===== config.mk =====
export PLATFORM = sky130hd
export DESIGN_NAME = rtt_estimator
export DESIGN_NICKNAME = d
export VERILOG_FILES = /design/src/rtl/rtte_pkg.sv /design/src/rtl/rtt_estimator.sv /design/src/rtl/rtte_core.sv /design/src/rtl/rtte_pto.sv
export SDC_FILE = /design/constraint.sdc
export NUM_CORES = 2
export LEC_CHECK = 0
export ABC_AREA = 0
export BUFFER_PORTS_ARGS = -buffer_cell sky130_fd_sc_hd__clkbuf_2
export CAP_MARGIN = 5
export CORE_ASPECT_RATIO = 0.75
export CORE_UTILIZATION = 40
export CTS_CLUSTER_DIAMETER = 50
export DETAILED_ROUTE_END_ITERATION = 7
export GPL_TIMING_DRIVEN = 0
export PLACE_DENSITY_LB_ADDON = 0.15
export SYNTH_ARGS = -nofsm -noshare
export SYNTH_HDL_FRONTEND = slang
export SYNTH_SLANG_ARGS = --single-unit

===== constraint.sdc =====
create_clock -name i_clk -period 30.7 [get_ports i_clk]
set_input_delay 9.21 -clock i_clk [delete_from_list [all_inputs] [get_ports i_clk]]
set_output_delay 9.21 -clock i_clk [all_outputs]
set_load 0.05 [all_outputs]

===== src/rtl/rtte_pkg.sv =====
// ----------------------------------------------------------------------------
// RTT estimator package
// Operation codes, configuration register indexes and fixed constants shared
// by the estimator modules.
// ----------------------------------------------------------------------------
package rtte_pkg;

    localparam int unsigned FIELD_W  = 32;
    localparam int unsigned CFG_W    = 24;
    localparam int unsigned CFG_IDX_W = 2;

    localparam logic [FIELD_W-1:0] PTO_FLOOR = 32'd1000;
    localparam logic [CFG_W-1:0]   MAX_ACK_DELAY_RST = 24'd25000;
    localparam logic [CFG_W-1:0]   INITIAL_RTT_RST   = 24'd333000;

    localparam logic [CFG_IDX_W-1:0] CFG_MAX_ACK_DELAY = 2'd0;
    localparam logic [CFG_IDX_W-1:0] CFG_INITIAL_RTT   = 2'd1;

    typedef enum logic [2:0] {
        OP_UPDATE  = 3'd0,
        OP_SET_INIT = 3'd1,
        OP_MIGRATE = 3'd2,
        OP_EXPIRE  = 3'd3,
        OP_QUERY   = 3'd4
    } t_op;

    typedef struct packed {
        logic valid;
        logic include_ack_delay;
    } t_stage_ctl;

endpackage


===== src/rtl/rtt_estimator.sv =====
// ----------------------------------------------------------------------------
// RTT estimator top level
// Throughput: one request per cycle; input register, state update, output
// register, all advancing together while the output is free or being taken.
// Reset: synchronous, active low; clears all RTT state and the pipeline and
// restores both configuration registers to their defaults.
// ----------------------------------------------------------------------------
module rtt_estimator
    import rtte_pkg::*;
#(
    parameter int unsigned ALPHA_SHIFT = 3,
    parameter int unsigned BETA_SHIFT  = 2,
    parameter int unsigned TIME_WIDTH  = 32
) (
    input  logic                 i_clk,
    input  logic                 i_rst_n,
    input  logic                 i_cfg_we,
    input  logic [CFG_IDX_W-1:0] i_cfg_index,
    input  logic [CFG_W-1:0]     i_cfg_wdata,
    input  logic                 i_s_tvalid,
    output logic                 o_s_tready,
    // rtt_sample, peer_ack_delay, initial_value, include_ack_delay, zero pad
    input  logic [103:0]         i_s_tdata,
    // operation
    input  logic [2:0]           i_s_tuser,
    output logic                 o_m_tvalid,
    input  logic                 i_m_tready,
    // minimum_rtt, latest_rtt, smoothed_rtt, rtt_deviation, probe_timeout
    output logic [159:0]         o_m_tdata,
    // sample_accepted
    output logic [0:0]           o_m_tuser
);

    logic [CFG_W-1:0] r_max_ack_delay, r_initial_rtt;

    logic               en;
    t_stage_ctl         r_s1, r_s2;
    t_op                r_s1_op;
    logic [FIELD_W-1:0] r_s1_sample, r_s1_ack, r_s1_init;

    logic [TIME_WIDTH-1:0] min_rtt, latest_rtt, srtt, dev;
    logic                  taken;
    logic [FIELD_W-1:0]    pto;

    logic         r_out_valid;
    logic [159:0] r_out_data;
    logic         r_out_taken;

    assign en         = !r_out_valid || i_m_tready;
    assign o_s_tready = en;

    always_ff @(posedge i_clk) begin
        if (!i_rst_n) begin
            r_max_ack_delay <= MAX_ACK_DELAY_RST;
            r_initial_rtt   <= INITIAL_RTT_RST;
        end else if (i_cfg_we) begin
            case (i_cfg_index)
                CFG_MAX_ACK_DELAY: r_max_ack_delay <= i_cfg_wdata;
                CFG_INITIAL_RTT:   r_initial_rtt   <= i_cfg_wdata;
                default: begin
                end
            endcase
        end
    end

    always_ff @(posedge i_clk) begin
        if (!i_rst_n) begin
            r_s1        <= '0;
            r_s2        <= '0;
            r_out_valid <= 1'b0;
        end else if (en) begin
            r_s1.valid             <= i_s_tvalid;
            r_s1.include_ack_delay <= i_s_tdata[96];
            r_s2                   <= r_s1;
            r_out_valid            <= r_s2.valid;
        end
    end

    always_ff @(posedge i_clk) begin
        if (en && i_s_tvalid) begin
            r_s1_op     <= t_op'(i_s_tuser);
            r_s1_sample <= i_s_tdata[31:0];
            r_s1_ack    <= i_s_tdata[63:32];
            r_s1_init   <= i_s_tdata[95:64];
        end
        if (en && r_s2.valid) begin
            r_out_data  <= {pto, FIELD_W'(dev), FIELD_W'(srtt),
                            FIELD_W'(latest_rtt), FIELD_W'(min_rtt)};
            r_out_taken <= taken;
        end
    end

    rtte_core #(
        .ALPHA_SHIFT(ALPHA_SHIFT),
        .BETA_SHIFT (BETA_SHIFT),
        .TIME_WIDTH (TIME_WIDTH)
    ) u_core (
        .i_clk         (i_clk),
        .i_rst_n       (i_rst_n),
        .i_en          (en && r_s1.valid),
        .i_op          (r_s1_op),
        .i_sample      (r_s1_sample),
        .i_ack_delay   (r_s1_ack),
        .i_initial     (r_s1_init),
        .o_min_rtt     (min_rtt),
        .o_latest_rtt  (latest_rtt),
        .o_smoothed_rtt(srtt),
        .o_deviation   (dev),
        .o_taken       (taken)
    );

    rtte_pto #(
        .TIME_WIDTH(TIME_WIDTH)
    ) u_pto (
        .i_smoothed_rtt     (srtt),
        .i_deviation        (dev),
        .i_max_ack_delay    (r_max_ack_delay),
        .i_initial_rtt      (r_initial_rtt),
        .i_include_ack_delay(r_s2.include_ack_delay),
        .o_pto              (pto)
    );

    assign o_m_tvalid   = r_out_valid;
    assign o_m_tdata    = r_out_data;
    assign o_m_tuser[0] = r_out_taken;

endmodule


===== src/rtl/rtte_core.sv =====
// ----------------------------------------------------------------------------
// RTT estimator state update
// Holds the minimum, latest, smoothed and deviation registers and applies one
// event per enabled cycle.
// ----------------------------------------------------------------------------
module rtte_core
    import rtte_pkg::*;
#(
    parameter int unsigned ALPHA_SHIFT = 3,
    parameter int unsigned BETA_SHIFT  = 2,
    parameter int unsigned TIME_WIDTH  = 32
) (
    input  logic                  i_clk,
    input  logic                  i_rst_n,
    input  logic                  i_en,
    input  t_op                   i_op,
    input  logic [FIELD_W-1:0]    i_sample,
    input  logic [FIELD_W-1:0]    i_ack_delay,
    input  logic [FIELD_W-1:0]    i_initial,
    output logic [TIME_WIDTH-1:0] o_min_rtt,
    output logic [TIME_WIDTH-1:0] o_latest_rtt,
    output logic [TIME_WIDTH-1:0] o_smoothed_rtt,
    output logic [TIME_WIDTH-1:0] o_deviation,
    output logic                  o_taken
);

    localparam int unsigned TW = TIME_WIDTH;

    logic [TW-1:0] r_min, r_latest, r_srtt, r_dev;
    logic [TW-1:0] n_min, n_latest, n_srtt, n_dev;
    logic          r_has_meas, n_has_meas;
    logic          r_taken, n_taken;

    logic [TW-1:0] s, ack, min_upd, adj, dist_s, dist_e;
    logic [TW:0]   dev_ewma, srtt_ewma;
    logic          reject;

    always_comb begin
        s       = TW'(i_sample);
        ack     = TW'(i_ack_delay);
        reject  = (i_sample == '0) || (i_sample == '1);
        min_upd = ((r_min == '0) || (r_min > s)) ? s : r_min;
        adj     = ((s - min_upd) >= ack) ? (s - ack) : s;
        dist_s  = (r_srtt > adj) ? (r_srtt - adj) : (adj - r_srtt);
        dev_ewma  = {1'b0, r_dev} - {1'b0, r_dev >> BETA_SHIFT}
                    + {1'b0, dist_s >> BETA_SHIFT};
        srtt_ewma = {1'b0, r_srtt} - {1'b0, r_srtt >> ALPHA_SHIFT}
                    + {1'b0, adj >> ALPHA_SHIFT};
        dist_e  = (r_srtt > r_latest) ? (r_srtt - r_latest) : (r_latest - r_srtt);
    end

    always_comb begin
        n_min      = r_min;
        n_latest   = r_latest;
        n_srtt     = r_srtt;
        n_dev      = r_dev;
        n_has_meas = r_has_meas;
        n_taken    = 1'b0;
        case (i_op)
            OP_UPDATE: begin
                if (!reject) begin
                    n_taken  = 1'b1;
                    n_min    = min_upd;
                    n_latest = adj;
                    if (!r_has_meas) begin
                        n_has_meas = 1'b1;
                        n_srtt     = adj;
                        n_dev      = adj >> 1;
                    end else begin
                        n_srtt = srtt_ewma[TW-1:0];
                        n_dev  = dev_ewma[TW-1:0];
                    end
                end
            end
            OP_SET_INIT: begin
                n_srtt   = TW'(i_initial);
                n_latest = TW'(i_initial);
            end
            OP_MIGRATE: begin
                n_min      = '0;
                n_latest   = '0;
                n_srtt     = '0;
                n_dev      = '0;
                n_has_meas = 1'b0;
            end
            OP_EXPIRE: begin
                if (dist_e > r_dev) begin
                    n_dev = dist_e;
                end
                if (r_latest > r_srtt) begin
                    n_srtt = r_latest;
                end
            end
            default: begin
            end
        endcase
    end

    always_ff @(posedge i_clk) begin
        if (!i_rst_n) begin
            r_min      <= '0;
            r_latest   <= '0;
            r_srtt     <= '0;
            r_dev      <= '0;
            r_has_meas <= 1'b0;
            r_taken    <= 1'b0;
        end else if (i_en) begin
            r_min      <= n_min;
            r_latest   <= n_latest;
            r_srtt     <= n_srtt;
            r_dev      <= n_dev;
            r_has_meas <= n_has_meas;
            r_taken    <= n_taken;
        end
    end

    assign o_min_rtt      = r_min;
    assign o_latest_rtt   = r_latest;
    assign o_smoothed_rtt = r_srtt;
    assign o_deviation    = r_dev;
    assign o_taken        = r_taken;

endmodule


===== src/rtl/rtte_pto.sv =====
// ----------------------------------------------------------------------------
// RTT estimator probe timeout
// Forms the probe timeout from smoothed RTT, floored four times deviation and
// optional max ACK delay, saturated to 32 bits; 2 x initial RTT if SRTT is 0.
// ----------------------------------------------------------------------------
module rtte_pto
    import rtte_pkg::*;
#(
    parameter int unsigned TIME_WIDTH = 32
) (
    input  logic [TIME_WIDTH-1:0] i_smoothed_rtt,
    input  logic [TIME_WIDTH-1:0] i_deviation,
    input  logic [CFG_W-1:0]      i_max_ack_delay,
    input  logic [CFG_W-1:0]      i_initial_rtt,
    input  logic                  i_include_ack_delay,
    output logic [FIELD_W-1:0]    o_pto
);

    localparam int unsigned BASE_W = (TIME_WIDTH > FIELD_W) ? TIME_WIDTH : FIELD_W;
    localparam int unsigned PW     = BASE_W + 3;

    logic [PW-1:0] var4, sum;

    always_comb begin
        var4 = PW'(i_deviation) << 2;
        if (var4 < PW'(PTO_FLOOR)) begin
            var4 = PW'(PTO_FLOOR);
        end
        sum = PW'(i_smoothed_rtt) + var4
              + (i_include_ack_delay ? PW'(i_max_ack_delay) : PW'(0));
        if (i_smoothed_rtt == '0) begin
            o_pto = FIELD_W'({i_initial_rtt, 1'b0});
        end else if (sum > PW'({FIELD_W{1'b1}})) begin
            o_pto = '1;
        end else begin
            o_pto = sum[FIELD_W-1:0];
        end
    end

endmodule


### Yosys cells after proc, flatten, opt, wreduce, memory -nomap -nowiden

Cells that the tools add are included.

| cells by class | value |
|---|---|
| multiply operators | 0 |
| eq/ne operators | 8 |
| magnitude comparators | 8 |
| add/sub/neg operators | 12 |
| bitwise operators | 0 |
| mux-type cells | 24 |
| reduce and logical (&&, ||, !) cells | 22 |
| shift operators | 0 |
| div/mod/pow operators | 0 |

Operators by type and width:

| cell | count |
|---|---|
| $mux W32 | 13 |
| $pmux W32 S3 | 2 |
| $sub A32 B32 Y32 | 6 |
| $gt A32 B32 Y1 | 5 |
| $pmux W32 S4 | 1 |
| $logic_not A32 Y1 | 3 |
| $pmux W32 S2 | 1 |
| $add A32 B35 Y35 | 1 |
| $add A35 B35 Y35 | 1 |
| $gt A35 B32 Y1 const B | 1 |
| $lt A34 B10 Y1 const B | 1 |
| $mux W34 | 1 |
| $add A32 B29 Y32 | 1 |
| $add A32 B30 Y32 | 1 |
| $eq A32 B32 Y1 const B | 1 |
| $ge A32 B32 Y1 | 1 |
| $sub A32 B29 Y32 | 1 |
| $sub A32 B30 Y32 | 1 |
| $mux W25 | 1 |
| $mux W24 | 1 |
| $reduce_and A4 Y1 | 2 |
| $eq A3 B2 Y1 const B | 2 |
| $reduce_and A3 Y1 | 2 |
| $reduce_bool A3 Y1 | 2 |
| 14 further kinds | 22 |

| word-level totals | value |
|---|---|
| ROM bits | 0 |
| RAM bits | 0 |
| bits of input ports | 138 |
| bits in latches | 0 |
| memories | 0 |
| register bits | 443 |

### Longest topological paths before layout

| depth | value |
|---|---|
| depth in word-level cells | 12 |
| gate-level depth with buffers | 72 |
| depth with buffers taken out | 68 |

### Hierarchy

Synthesis repeated with hierarchy kept, for this count alone.

| unflattened totals | value |
|---|---|
| cells, all modules | 3990 |
| area, all modules | 35759.3 µm² |

By module, submodules not included:

| module | seq. area each (µm²) | cells each | instances | area each (µm²) |
|---|---|---|---|---|
| rtte_core | 2602.5 | 3072 | 1 | 22775.6 |
| rtt_estimator | 8868.5 | 481 | 1 | 9775.6 |
| rtte_pto | 0.0 | 437 | 1 | 3208.1 |

### Worst setup path after synthesis

OpenSTA, ideal clock, no wires.

| timing path | value |
|---|---|
| path type | input to output |
| start | in i_m_tready |
| end | out o_s_tready |
| arrival | 9.769 ns |
| cell stages on the path | 2 |
| required time | 21.490 ns |
| slack | 11.721 ns |
| path through | nor2b_1 -> inv_1 |

| on the way | value |
|---|---|
| word-level cells in the longest chain between the ends | 1 |

Ends and longest elaborated chain:

| what | line | RTL |
|---|---|---|
| from (decl) | rtt_estimator.sv:27 | `input logic i_m_tready,` |
| $logic_or A1 B1 Y1 | rtt_estimator.sv:49 | `assign en = !r_out_valid \|\| i_m_tready;` |
| to (decl) | rtt_estimator.sv:21 | `output logic o_s_tready,` |

Every way passes these cells.

### Worst setup path after layout

| timing path | value |
|---|---|
| start | reg r_s1_sample[31] |
| end | reg u_core.r_dev[29] (netlist: u_core.o_deviation[29]) |

| on the way | value |
|---|---|
| word-level cells in the longest chain between the ends | 12 |
| elaborated cells between the ends (all ways) | 20 |
| those cells by class | add/sub (5); order compare (3); eq/ne (2); mux (6); reduce/logical (4) |

Ends and longest elaborated chain:

| what | line | RTL |
|---|---|---|
| from (decl) | rtt_estimator.sv:39 | `logic [FIELD_W-1:0] r_s1_sample, r_s1_ack, r_s1_init;` |
| from (signal assigned) | rtt_estimator.sv:82 | `r_s1_sample <= i_s_tdata[31:0];` |
| $gt A32 B32 Y1 | rtte_core.sv:42 | `min_upd = ((r_min == '0) \|\| (r_min > s)) ? s : r_min;` |
| $logic_or A1 B1 Y1 | rtte_core.sv:42 |  |
| $mux W32 | rtte_core.sv:42 |  |
| $sub A32 B32 Y32 | rtte_core.sv:43 | `adj = ((s - min_upd) >= ack) ? (s - ack) : s;` |
| $ge A32 B32 Y1 | rtte_core.sv:43 |  |
| $mux W32 | rtte_core.sv:43 |  |
| $sub A32 B32 Y32 or $gt A32 B32 Y1 (tied branches) | rtte_core.sv:44 | `dist_s = (r_srtt > adj) ? (r_srtt - adj) : (adj - r_srtt);` |
| $mux W32 | rtte_core.sv:44 |  |
| $add A32 B30 Y32 | rtte_core.sv:46 | `+ {1'b0, dist_s >> BETA_SHIFT};` |
| $mux W32 | rtte_core.sv:65 | `if (!r_has_meas) begin` |
| $mux W32 | rtte_core.sv:61 | `if (!reject) begin` |
| $pmux W32 S3 | rtte_core.sv:59 | `case (i_op)` |
| to (signal assigned) | rtte_core.sv:111 | `r_dev <= n_dev;` |
| to (decl) | rtte_core.sv:29 | `logic [TW-1:0] r_min, r_latest, r_srtt, r_dev;` |

Parallel ways exist; a longest one is shown, timed or not. The select of a mux whose other input is x is not followed.
A chain may end at the register's enable or synchronous reset.

==> run_results.csv <==
group,metric,value,unit
clocking,tritoncts,"yes",
worst_hold_path,hold_path.class,"reg -> reg",
drt,first_pass_iters,8,
critical_path,crit_arrival,21.71,ns
global_routing,grt_overflow,0,
timing,setup_ws,9.47,ns
drt,drtIter0Drc,3796,
drt,drc,1,
finish,drive_above_1_share,11.2,%
placed_design,gp_congestion,0.995,
drt,wl_per_cell,25.9,µm
clocking,cts_setup_buffers,0,
timing,fin_tns_setup,0,ns
floorplan,initial_core_util,40.6,%
clocking,insertion_delay,0.66,ns
synthesis,avgSynthCellArea,8.97,µm²
critical_path,reg2reg_depth,62,
critical_path,reg2reg_slack,9.47,ns
timing,fmax,47.1,MHz
outcome,status,"finished, violations left",
synthesis,syn_inst,3905,
job,maxCapViolCount,0,
clocking,post_cts_resize_count,0,
critical_path,path_max_fanout,10,
floorplan,die_w,344,µm
critical_path,critPathSlowestCell,"nor4_2",
global_routing,track_usage,31.2,%
drt,ant_nets,0,
timing,clock_skew,0.0290,ns
timing,period_needed,21.23,ns
critical_path,timing.rr.end,"u_core.o_deviation[29]",
global_routing,grt_pass1_vias,29185,
timing,grt_setup_unrepaired,"no",
outcome,failed_checks,"DRC",
critical_path,critPathKind,"reg -> reg",
critical_path,start_kind,"flop",
critical_path,critPathMostFrequentCell,"clkbuf_1",
critical_path,crit_required,31.18,ns
finish,nFillCells,8588,
critical_path,crit-reg2reg-launch,"r_s1_sample[31]",
floorplan,core-area,0.0863,mm²
floorplan,die_area,0.0888,mm²
placed_design,place_ws,10.60,ns
clocking,clockRootBuffer,"clkbuf_16",
synthesis,async_flop_share,0,%
critical_path,slowest_delay,1.04,ns
synthesis,synth_ff_type,"edfxtp_1",
clocking,htree_levels,2,
clocking,cts_max_path_buffers,3,
synthesis,yosysSeqAreaShare,32.7,%
finish,syn_to_final_growth,14.1,%
floorplan,ios,301,
timing,finalHoldViolations,0,
critical_path,cp_num_buf_inv,11,
finish,final_common_cell,"a21oi_1",
synthesis,synth_seq_cells,443,
timing,holdWs,0.439,ns
worst_hold_path,holdPathEnd,"o_m_tuser",
critical_path,end_kind,"flop",
clocking,cts_made_buffers,57,
clocking,cts_sinks,443,
timing,slew_violations,0,
synthesis,synth_fp_nets,4521,
global_routing,antenna_found_initial,7,
worst_hold_path,min_from,"u_core.o_taken",
drt,totalWireLength,141000,µm
synthesis,syn-cell-area,0.0350,mm²
global_routing,grt_pass1_wl,203000,µm
synthesis,synth-edff-count,260,
clocking,hold_buffers,0,
drt,avgViaCountPerCell,5.88,
timing,worst_slew_pin_slew,1.41,ns
synthesis,ys_types,100,
global_routing,grt_max_degree,65,
clocking,path_clk_slew,0.06,ns
synthesis,yosys_warnings,0,
finish,final_cell_mix,"418 x a21oi_1, 392 x ha_1, 299 x inv_1",
worst_hold_path,holdPathStages,0,
timing,relSlewSlack,5.04,%
floorplan,die_y,258,µm
timing,finalSetupViolations,0,
drt,vias,32048,
floorplan,rows,93,
timing,fin_crit_sh,69.2,%
placed_design,dp_hpwl,115000,µm
finish,nNetsFinal,4880,
placed_design,io_buffers,292,
critical_path,crit_family,"compound AO/OA/AOI/OAI gates",
[routing by layer]
metal,global-route usage [%],share of wire [%],vias to the layer above
li1,-,-,14922
met1,48.6,48,15544
met2,42.5,39,1435
met3,7.69,11,145
met4,6.64,1.8,2
met5,0,0.0092,-
[how the worst max path moves through the flow]
| stage | cells past startpoint | endpoint | slack (ns) | startpoint |
|---|---|---|---|---|
| after floorplan | 2 | o_s_tready | 11.72 | i_m_tready |
| after global placement | 61 | u_core.o_deviation[29] | 10.05 | r_s1_sample[31] |
| after detailed placement | 61 | u_core.o_deviation[29] | 10.60 | r_s1_sample[31] |
| after CTS | 61 | u_core.o_deviation[29] | 10.48 | r_s1_sample[31] |
| after global routing | 61 | u_core.o_deviation[29] | 8.76 | r_s1_sample[31] |
| final | 62 | u_core.o_deviation[29] | 9.47 | r_s1_sample[31] |
[Yosys cell counts, types with 10 or more instances]
| cell type | count | share of area, % |
|---|---|---|
| a211o_1 | 10 | 0.25 |
| a211oi_1 | 51 | 1.1 |
| a21boi_0 | 18 | 0.39 |
| a21o_1 | 174 | 3.7 |
| a21oi_1 | 418 | 6.0 |
| a221oi_1 | 11 | 0.28 |
| a222oi_1 | 14 | 0.40 |
| a22oi_1 | 85 | 1.8 |
| a31oi_1 | 56 | 1.0 |
| and2_1 | 33 | 0.59 |
| and3_1 | 20 | 0.36 |
| clkbuf_1 | 168 | 1.8 |
| dfxtp_1 | 183 | 10 |
| edfxtp_1 | 260 | 22 |
| fa_1 | 86 | 4.9 |
| ha_1 | 392 | 14 |
| inv_1 | 300 | 3.2 |
| mux2i_1 | 34 | 0.97 |
| nand2_1 | 283 | 3.0 |
| nand2b_1 | 36 | 0.64 |
| nand3_1 | 56 | 0.80 |
| nand4_1 | 65 | 1.2 |
| nor2_1 | 293 | 3.1 |
| nor2b_1 | 46 | 0.82 |
| nor3_1 | 33 | 0.47 |
| nor4_1 | 35 | 0.63 |
| o211ai_1 | 26 | 0.56 |
| o21a_1 | 31 | 0.66 |
| o21ai_0 | 206 | 2.9 |
| o21ai_1 | 23 | 0.33 |
| o21bai_1 | 53 | 1.1 |
| o31ai_1 | 15 | 0.32 |
| or2_2 | 10 | 0.18 |
| or3_1 | 19 | 0.34 |
| xnor2_1 | 128 | 3.2 |
| xor2_1 | 58 | 1.5 |
[area by class of cell]
| type | count | area (µm²) | area share [%] |
|---|---|---|---|
| Buffer | 195 | 791 | 1.98 |
| Antenna cell | 2 | 5.00 | 0.0125 |
| Sequential cell | 443 | 11500 | 28.7 |
| Timing Repair Buffer | 300 | 1590 | 3.98 |
| Multi-Input combinational cell | 2967 | 21700 | 54.2 |
| Inverter | 300 | 1130 | 2.82 |
| Clock buffer | 67 | 1510 | 3.77 |
| Clock inverter | 39 | 384 | 0.961 |
| Tap cell | 1140 | 1430 | 3.57 |
[registers in the layout, indices dropped and copies added (netlist names), 2 cells and up]
| name | cells |
|---|---|
| u_core.o_smoothed_rtt | 32 |
| u_core.o_deviation | 32 |
| u_core.o_min_rtt | 32 |
| r_s1_ack | 32 |
| u_core.o_latest_rtt | 32 |
| o_m_tdata | 160 |
| r_s2 | 2 |
| r_max_ack_delay | 24 |
| r_s1_init | 32 |
| r_s1_op | 3 |
| r_s1_sample | 32 |
| r_initial_rtt | 24 |
| r_s1 | 2 |
[worst reg2reg max path, delay by kind of cell (launching register included)]
kind            cells  cell delay, ns
mux                 2            0.40
compound gates     28            8.07
fa+ha+maj           6            2.07
buf+inv            11            4.40
xor+xnor            2            0.40
flops               1            0.34
simple gates       13            5.35
[cells by family (layout without fill, tap and decap cells)]
kind of cell	count (synthesis)	after routing	synth area share, %
buffers and inverters	495	901	5.46
multiplexers	45	45	1.34
adder cells (fa/ha/maj)	478	478	18.9
flip-flops	443	443	32.7
AO/OA/AOI/OAI	1292	1292	23.8
AND/OR/NAND/NOR	966	966	13.1
other	0	2	0
XOR/XNOR	186	186	4.65
[stage by stage]
stage / util, % / instances / instance area [µm²]
6_report: 46.3 / 5453 / 40000
5_1_grt: 46.3 / 5451 / 40000
4_1_cts: 46.3 / 5451 / 40000
3_5_place_dp: 44.1 / 5345 / 38100
3_3_place_gp: 43.9 / 5337 / 37900
2_1_floorplan: - / 3905 / 35000
Power is left out: the tool's default activity adds up to more than one toggle a clock period on the data nets, which glitch-free logic cannot reach.
